[src/hdl/frt_pkg.sv]
// Shared types and constants for the fragment reassembly tracker.
package frt_pkg;

  localparam int MAX_PIECES = 96;
  localparam int MAP_IDX_W  = $clog2(MAX_PIECES);
  localparam int COUNT_W    = $clog2(MAX_PIECES + 1);
  localparam int CHUNK_W    = 10;
  localparam int LIMIT_W    = 16;
  localparam int PLEN_W     = 10;
  localparam int PROD_W     = 8 + CHUNK_W;
  localparam int END_W      = PROD_W + 1;
  localparam int CFG_IDX_W  = 1;

  localparam logic [CFG_IDX_W-1:0] REG_CHUNK_SIZE    = 1'd0;
  localparam logic [CFG_IDX_W-1:0] REG_MESSAGE_LIMIT = 1'd1;

  localparam logic [CHUNK_W-1:0] CHUNK_SIZE_RESET    = 10'd200;
  localparam logic [LIMIT_W-1:0] MESSAGE_LIMIT_RESET = 16'd16384;

  typedef enum logic [2:0] {
    V_WHOLE     = 3'd0,
    V_STORED    = 3'd1,
    V_DONE      = 3'd2,
    V_TOO_MANY  = 3'd3,
    V_NO_FIT    = 3'd4,
    V_MISMATCH  = 3'd5,
    V_DUPLICATE = 3'd6,
    V_OVERFLOW  = 3'd7
  } verdict_t;

  typedef struct packed {
    logic              frag;
    logic [15:0]       seq;
    logic [7:0]        idx;
    logic [7:0]        cnt;
    logic [7:0]        kind;
    logic [31:0]       req;
    logic [31:0]       sess;
    logic [PLEN_W-1:0] plen;
  } frame_t;

  // Frame header with its two products against the chunk size.
  typedef struct packed {
    frame_t            hdr;
    logic [PROD_W-1:0] offset;
    logic [PROD_W-1:0] need;
  } staged_t;

  typedef struct packed {
    verdict_t           verdict;
    logic [15:0]        write_offset;
    logic [7:0]         kind;
    logic [31:0]        req;
    logic [31:0]        sess;
    logic [15:0]        length;
    logic [COUNT_W-1:0] abandoned;
  } result_t;

  typedef struct packed {
    logic                  busy;
    logic [15:0]           seq;
    logic [7:0]            kind;
    logic [31:0]           req;
    logic [31:0]           sess;
    logic [COUNT_W-1:0]    expected;
    logic [COUNT_W-1:0]    received;
    logic [15:0]           assembled;
    logic [MAX_PIECES-1:0] seen;
  } track_t;

endpackage

[src/hdl/frt_tracker.sv]
// Message state and the per-frame decision of the reassembly tracker.
module frt_tracker (
  input  logic                        clk,
  input  logic                        rst,
  input  logic                        load,
  input  frt_pkg::staged_t            item,
  input  logic [frt_pkg::LIMIT_W-1:0] message_limit,
  output frt_pkg::result_t            result
);

  frt_pkg::track_t st;
  frt_pkg::track_t st_next;

  always_comb begin
    logic                        abandon;
    logic                        open_fail;
    logic [frt_pkg::END_W-1:0]   off_end;
    logic [frt_pkg::COUNT_W-1:0] recv_inc;

    abandon   = st.busy && (!item.hdr.frag || item.hdr.seq != st.seq);
    open_fail = 1'b0;
    off_end   = frt_pkg::END_W'(item.offset) + frt_pkg::END_W'(item.hdr.plen);
    recv_inc  = '0;
    st_next   = st;

    result              = '0;
    result.verdict      = frt_pkg::V_MISMATCH;
    result.abandoned    = abandon ? st.received : '0;

    // Dropping a partial message clears the map and counts but keeps its identity.
    if (abandon) begin
      st_next.busy      = 1'b0;
      st_next.expected  = '0;
      st_next.received  = '0;
      st_next.assembled = '0;
      st_next.seen      = '0;
    end

    if (!item.hdr.frag) begin
      result.verdict = frt_pkg::V_WHOLE;
      result.kind    = item.hdr.kind;
      result.req     = item.hdr.req;
      result.sess    = item.hdr.sess;
      result.length  = 16'(item.hdr.plen);
    end else begin
      if (!st_next.busy) begin
        if (item.hdr.cnt > 8'(frt_pkg::MAX_PIECES)) begin
          result.verdict = frt_pkg::V_TOO_MANY;
          open_fail      = 1'b1;
        end else if (item.need > frt_pkg::PROD_W'(message_limit)) begin
          result.verdict = frt_pkg::V_NO_FIT;
          open_fail      = 1'b1;
        end else begin
          st_next.busy      = 1'b1;
          st_next.seq       = item.hdr.seq;
          st_next.kind      = item.hdr.kind;
          st_next.req       = item.hdr.req;
          st_next.sess      = item.hdr.sess;
          st_next.expected  = item.hdr.cnt[frt_pkg::COUNT_W-1:0];
          st_next.received  = '0;
          st_next.assembled = '0;
          st_next.seen      = '0;
        end
      end

      if (!open_fail) begin
        recv_inc = st_next.received + frt_pkg::COUNT_W'(1);
        if (item.hdr.cnt != 8'(st_next.expected) || item.hdr.idx >= 8'(st_next.expected)
            || item.hdr.kind != st_next.kind || item.hdr.req != st_next.req
            || item.hdr.sess != st_next.sess) begin
          result.verdict = frt_pkg::V_MISMATCH;
        end else if (item.hdr.idx >= 8'(frt_pkg::MAX_PIECES)
                     || st_next.seen[item.hdr.idx[frt_pkg::MAP_IDX_W-1:0]]) begin
          result.verdict = frt_pkg::V_DUPLICATE;
        end else if (off_end > frt_pkg::END_W'(message_limit)) begin
          result.verdict = frt_pkg::V_OVERFLOW;
        end else begin
          result.write_offset = item.offset[15:0];
          st_next.seen[item.hdr.idx[frt_pkg::MAP_IDX_W-1:0]] = 1'b1;
          st_next.received = recv_inc;
          if (off_end > frt_pkg::END_W'(st_next.assembled)) begin
            st_next.assembled = off_end[15:0];
          end
          if (recv_inc == st_next.expected) begin
            result.verdict    = frt_pkg::V_DONE;
            result.kind       = st_next.kind;
            result.req        = st_next.req;
            result.sess       = st_next.sess;
            result.length     = st_next.assembled;
            st_next.busy      = 1'b0;
            st_next.expected  = '0;
            st_next.received  = '0;
            st_next.assembled = '0;
            st_next.seen      = '0;
          end else begin
            result.verdict = frt_pkg::V_STORED;
          end
        end
      end
    end
  end

  always_ff @(posedge clk) begin
    if (rst) begin
      st <= '0;
    end else if (load) begin
      st <= st_next;
    end
  end

endmodule

[src/hdl/fragment_reassembly_tracker_top.sv]
// Top level of the fragment reassembly tracker: pipeline, configuration and result register.
//
//   channel | handshake          | payload
//   --------+--------------------+------------------------------------------------
//   input   | in_valid, in_stall | is_fragmented .. piece_length (frame header)
//   output  | out_valid, out_stall | verdict .. abandoned_pieces (one per header)
//   config  | cfg_write          | cfg_index, cfg_data (chunk size, message limit)
//
// One header is taken per cycle while the input is not stalled; each result passes the
// input register, the product stage and then the tracker decision that loads the result
// register before it is on the outputs. Reset clears the message state and restores the
// register defaults. A stalled output holds its result while the stages behind it keep
// filling, and the input stalls only once every stage is occupied.
module fragment_reassembly_tracker_top (
  input  logic                         clk,
  input  logic                         rst,
  input  logic                         cfg_write,
  input  logic [frt_pkg::CFG_IDX_W-1:0] cfg_index,
  input  logic [frt_pkg::LIMIT_W-1:0]  cfg_data,
  input  logic                         in_valid,
  output logic                         in_stall,
  input  logic                         is_fragmented,
  input  logic [15:0]                  message_seq,
  input  logic [7:0]                   piece_index,
  input  logic [7:0]                   piece_count,
  input  logic [7:0]                   message_kind,
  input  logic [31:0]                  request_tag,
  input  logic [31:0]                  session_tag,
  input  logic [frt_pkg::PLEN_W-1:0]   piece_length,
  output logic                         out_valid,
  input  logic                         out_stall,
  output logic [2:0]                   verdict,
  output logic [15:0]                  write_offset,
  output logic [7:0]                   deliver_kind,
  output logic [31:0]                  deliver_request,
  output logic [31:0]                  deliver_session,
  output logic [15:0]                  deliver_length,
  output logic [frt_pkg::COUNT_W-1:0]  abandoned_pieces
);

  logic [frt_pkg::CHUNK_W-1:0] chunk_size;
  logic [frt_pkg::LIMIT_W-1:0] message_limit;

  logic              s1_valid;
  frt_pkg::frame_t   s1;
  logic              s2_valid;
  frt_pkg::staged_t  s2;
  frt_pkg::result_t  result;
  frt_pkg::result_t  out_reg;

  logic in_take;
  logic s2_load;
  logic out_load;

  assign out_load = s2_valid && (!out_valid || !out_stall);
  assign s2_load  = s1_valid && (!s2_valid || out_load);
  assign in_stall = s1_valid && !s2_load;
  assign in_take  = in_valid && !in_stall;

  always_ff @(posedge clk) begin
    if (rst) begin
      chunk_size    <= frt_pkg::CHUNK_SIZE_RESET;
      message_limit <= frt_pkg::MESSAGE_LIMIT_RESET;
    end else if (cfg_write) begin
      case (cfg_index)
        frt_pkg::REG_CHUNK_SIZE:    chunk_size    <= cfg_data[frt_pkg::CHUNK_W-1:0];
        frt_pkg::REG_MESSAGE_LIMIT: message_limit <= cfg_data;
        default: ;
      endcase
    end
  end

  always_ff @(posedge clk) begin
    if (rst) begin
      s1_valid  <= 1'b0;
      s2_valid  <= 1'b0;
      out_valid <= 1'b0;
    end else begin
      if (in_take) begin
        s1_valid <= 1'b1;
      end else if (s2_load) begin
        s1_valid <= 1'b0;
      end
      if (s2_load) begin
        s2_valid <= 1'b1;
      end else if (out_load) begin
        s2_valid <= 1'b0;
      end
      if (out_load) begin
        out_valid <= 1'b1;
      end else if (!out_stall) begin
        out_valid <= 1'b0;
      end
    end
  end

  always_ff @(posedge clk) begin
    if (in_take) begin
      s1.frag <= is_fragmented;
      s1.seq  <= message_seq;
      s1.idx  <= piece_index;
      s1.cnt  <= piece_count;
      s1.kind <= message_kind;
      s1.req  <= request_tag;
      s1.sess <= session_tag;
      s1.plen <= piece_length;
    end
  end

  // Both products depend only on the header and the chunk size, so they are formed
  // ahead of the stage that reads the message state.
  always_ff @(posedge clk) begin
    if (s2_load) begin
      s2.hdr    <= s1;
      s2.offset <= frt_pkg::PROD_W'(s1.idx) * frt_pkg::PROD_W'(chunk_size);
      s2.need   <= frt_pkg::PROD_W'(s1.cnt) * frt_pkg::PROD_W'(chunk_size);
    end
  end

  frt_tracker u_tracker (
    .clk           (clk),
    .rst           (rst),
    .load          (out_load),
    .item          (s2),
    .message_limit (message_limit),
    .result        (result)
  );

  always_ff @(posedge clk) begin
    if (out_load) begin
      out_reg <= result;
    end
  end

  assign verdict          = out_reg.verdict;
  assign write_offset     = out_reg.write_offset;
  assign deliver_kind     = out_reg.kind;
  assign deliver_request  = out_reg.req;
  assign deliver_session  = out_reg.sess;
  assign deliver_length   = out_reg.length;
  assign abandoned_pieces = out_reg.abandoned;

endmodule

[config.mk]
export PLATFORM = sky130hd
export DESIGN_NAME = fragment_reassembly_tracker_top
export DESIGN_NICKNAME = d
export VERILOG_FILES = /design/src/hdl/frt_pkg.sv /design/src/hdl/frt_tracker.sv /design/src/hdl/fragment_reassembly_tracker_top.sv
export SDC_FILE = /design/constraint.sdc
export NUM_CORES = 2
export LEC_CHECK = 0
export BUFFER_PORTS_ARGS = -buffer_cell sky130_fd_sc_hd__buf_2
export CAP_MARGIN = 20
export CORE_ASPECT_RATIO = 1.2
export CORE_MARGIN = 3
export CORE_UTILIZATION = 40
export CTS_BUF_LIST = sky130_fd_sc_hd__clkbuf_4 sky130_fd_sc_hd__clkbuf_8
export DETAILED_ROUTE_END_ITERATION = 10
export PLACE_DENSITY = 0.58
export SLEW_MARGIN = 15
export SYNTH_ARGS = -nofsm -noshare
export SYNTH_HDL_FRONTEND = slang
export SYNTH_SLANG_ARGS = --single-unit
export TNS_END_PERCENT = 50
[constraint.sdc]
create_clock -name clk -period 10.8 [get_ports clk]
set_clock_uncertainty 0.15 [all_clocks]
set_input_delay 1.08 -clock clk [delete_from_list [all_inputs] [get_ports clk]]
set_output_delay 1.08 -clock clk [all_outputs]
set_load 0.01 [all_outputs]
==> flow_summary.json <==
{
  "tightestPinTransition_ns": 1.15,
  "synth_edf_count": 380,
  "cts_tree": "done",
  "syn_area_mm2": 0.0313,
  "grt_max_degree": 152,
  "endpoint_kind": "flip-flop",
  "synth_largest_area_cell": "edfxtp_1",
  "grtUsageTotal_pct": 22.2,
  "die_x_um": 261,
  "report.final.hold_viol_count": 0,
  "max_freq_ghz": 0.149,
  "ant_nets": 0,
  "synth_seq_area_share_pct": 52.1,
  "r2r_slack_ns": 4.10,
  "synth.most_common_cell": "nand2_1",
  "cts_root_buffer": "clkbuf_8",
  "use_met1_pct": 30.1,
  "grt_pass1_wl_um": 139000,
  "hold-path-cell-count": 0,
  "use_met3_pct": 3.26,
  "port_buffers": 252,
  "worstPathMaxFanout": 72,
  "wire_per_inst_um": 21.9,
  "grt_pass1_vias": 23301,
  "cts-hold-fix-buffers": 0,
  "yosys.cell_types.count": 83,
  "setup_tns_ns": 0,
  "powerDensity_mw_per_mm2": 171,
  "synth-async-reset-ratio_pct": 0,
  "grt_busiest_layer": "met2",
  "final_nets": 3447,
  "finalPower_mw": 6.11,
  "numCtsBuffers": 104,
  "core-area_mm2": 0.0769,
  "die_area_mm2": 0.0816,
  "clock_latency_ns": 0.75,
  "hold_class": "flip-flop to flip-flop",
  "antenna_found_initial": 1,
  "yosys.area.top_type_share_pct": 36.5,
  "reg2regPathDepth": 21,
  "drc_errors": 0,
  "synth_area_per_cell_um2": 11.1,
  "dp_hpwl_um": 63600,
  "io_pins": 253,
  "place_inst": 3983,
  "slew_headroom_pct": 23.4,
  "setup_slack_ns": 4.10,
  "vias": 22884,
  "period_minus_slack_ns": 6.70,
  "critical_path_class": "flip-flop to flip-flop",
  "dr.pass1.iters": 5,
  "areaGrowthSynthToFinish_pct": 14.5,
  "status": "finished, final reports clean",
  "layout.cells.non_filler": 4183,
  "netlist_top_cells_area": "edfxtp_1 36%, dfxtp_1 16%, fa_1 6.2%",
  "maxSlewViolCount": 0,
  "ys_seq_elements": 624,
  "die_y_um": 312,
  "rsz0062_at_grt": "no",
  "drv_cap": 0,
  "htree_levels": 3,
  "drive_above_1_share_pct": 16.4,
  "met2_usage_pct": 35.8,
  "drt_wl_total_um": 91500,
  "path_clk_slew_ns": 0.06,
  "viasPerCell": 5.47,
  "cts_setup_buffers": 0,
  "gr-total-overflow": 0,
  "gp_congestion": 0.902,
  "rows": 111,
  "ir_drop_v": 0.0000947,
  "worstPathArrival_ns": 7.15,
  "syn_nets": 3202,
  "first_iter_violations": 1984,
  "dp_slack_ns": 4.15,
  "yosys-top-cells-count": "411 x nand2_1, 380 x edfxtp_1, 244 x dfxtp_1",
  "cts.sinks": 624,
  "cts_buffer_depth": 3,
  "setup_violations": 0,
  "synthCells": 2828,
  "yosysWarnings": 0,
  "critPathRequiredTime_ns": 11.25,
  "startpoint_type": "flip-flop",
  "p_leak_nw": 14.0,
  "ys.flop_type": "edfxtp_1",
  "fin_crit_sh_pct": 62.0,
  "initial_utilization_pct": 40.7,
  "cts_repair_resize_count": 0
}
[cell usage in the layout (no fill, tap or decap), types with 40 or more instances in the layout]
cell type,count
nor2_1,84
a22o_1,104
clkbuf_4,46
fa_1,97
a21oi_1,167
dfxtp_1,244
nand2b_1,52
xor2_1,43
ha_1,140
nand2_1,411
and2_1,118
clkbuf_8,120
edfxtp_1,380
o2bb2ai_1,68
buf_2,251
nand3_1,40
inv_1,209
o21ai_0,60
[power breakdown]
group | internal (mW) | switching, mW
logic | 0.430 | 0.603
clock network | 1.28 | 1.01
registers | 2.68 | 0.107
total | 4.39 | 1.72
[through the flow]
stage,util [%],hold WS [ns],area (um2)
detailed placement,43.5,0.255,33500
global placement,43.5,0.253,33500
finish,46.6,0.260,35800
global route,46.6,0.269,35800
floorplan,-,0.250,31300
CTS,46.5,0.259,35800
[state kept, by name, indices dropped and copies added, names as in the netlist, 3 cells and up]
signal / flops
u_tracker.st: 215
s2: 151
s1: 115
deliver_request: 32
deliver_session: 32
deliver_length: 16
message_limit: 16
write_offset: 16
chunk_size: 10
deliver_kind: 8
abandoned_pieces: 7
verdict: 3
[worst max-delay path, stage by stage (launching register included)]
cell      delay (ns)
edfxtp_1        0.45
ha_1            0.36
o211a_1         0.24
o21a_1          0.11
o41ai_1         0.49
o21ai_0         0.29
a21oi_1         0.23
nor2_1          0.09
xnor2_1         0.39
inv_1           0.15
ha_1            0.32
nand4_1         0.11
or4_1           0.53
o221ai_1        0.08
o21a_1          0.21
nand2_1         0.20
nor3_2          0.16
buf_4           0.31
nand2_2         0.36
o21ai_4         0.23
buf_4           0.72
a22o_1          0.25
[layer usage]
| metal | wire, um | up-vias |
|---|---|---|
| met5 | 0 | - |
| met4 | 2960 | 0 |
| met3 | 5430 | 164 |
| met2 | 43600 | 816 |
| met1 | 39400 | 11274 |
| li1 | - | 10630 |
[logic make-up (layout without fill, tap and decap cells)]
group	after synthesis	in the layout	share of synthesized area, %
compound gates	641	641	14.7
xor+xnor	77	77	2.16
fa+ha+maj	237	237	11.8
buf+inv	349	685	4.44
flops	624	624	52.1
mux	39	39	1.59
other cells	0	2	0
simple gates	861	861	13.2
[path summary, 6_finish.rpt]
kind,startpoint,endpoint
setup / recovery,s2[38],deliver_request[29]
hold / removal,s1[74],s2[110]
setup reg to reg,s2[38],deliver_request[29]
hold reg to reg,s1[74],s2[110]
[cell type report]
class / instances / area, um2
diodes: 2 / 5.00
clock buffers: 166 / 2000
clock inverters: 31 / 317
fillers: 7112 / 41100
inverters: 212 / 796
multi-input cells: 1855 / 13700
flip-flops and latches: 624 / 16300
well taps: 1017 / 1270
repair buffers: 276 / 1480
(Power assumes the default switching activity.)
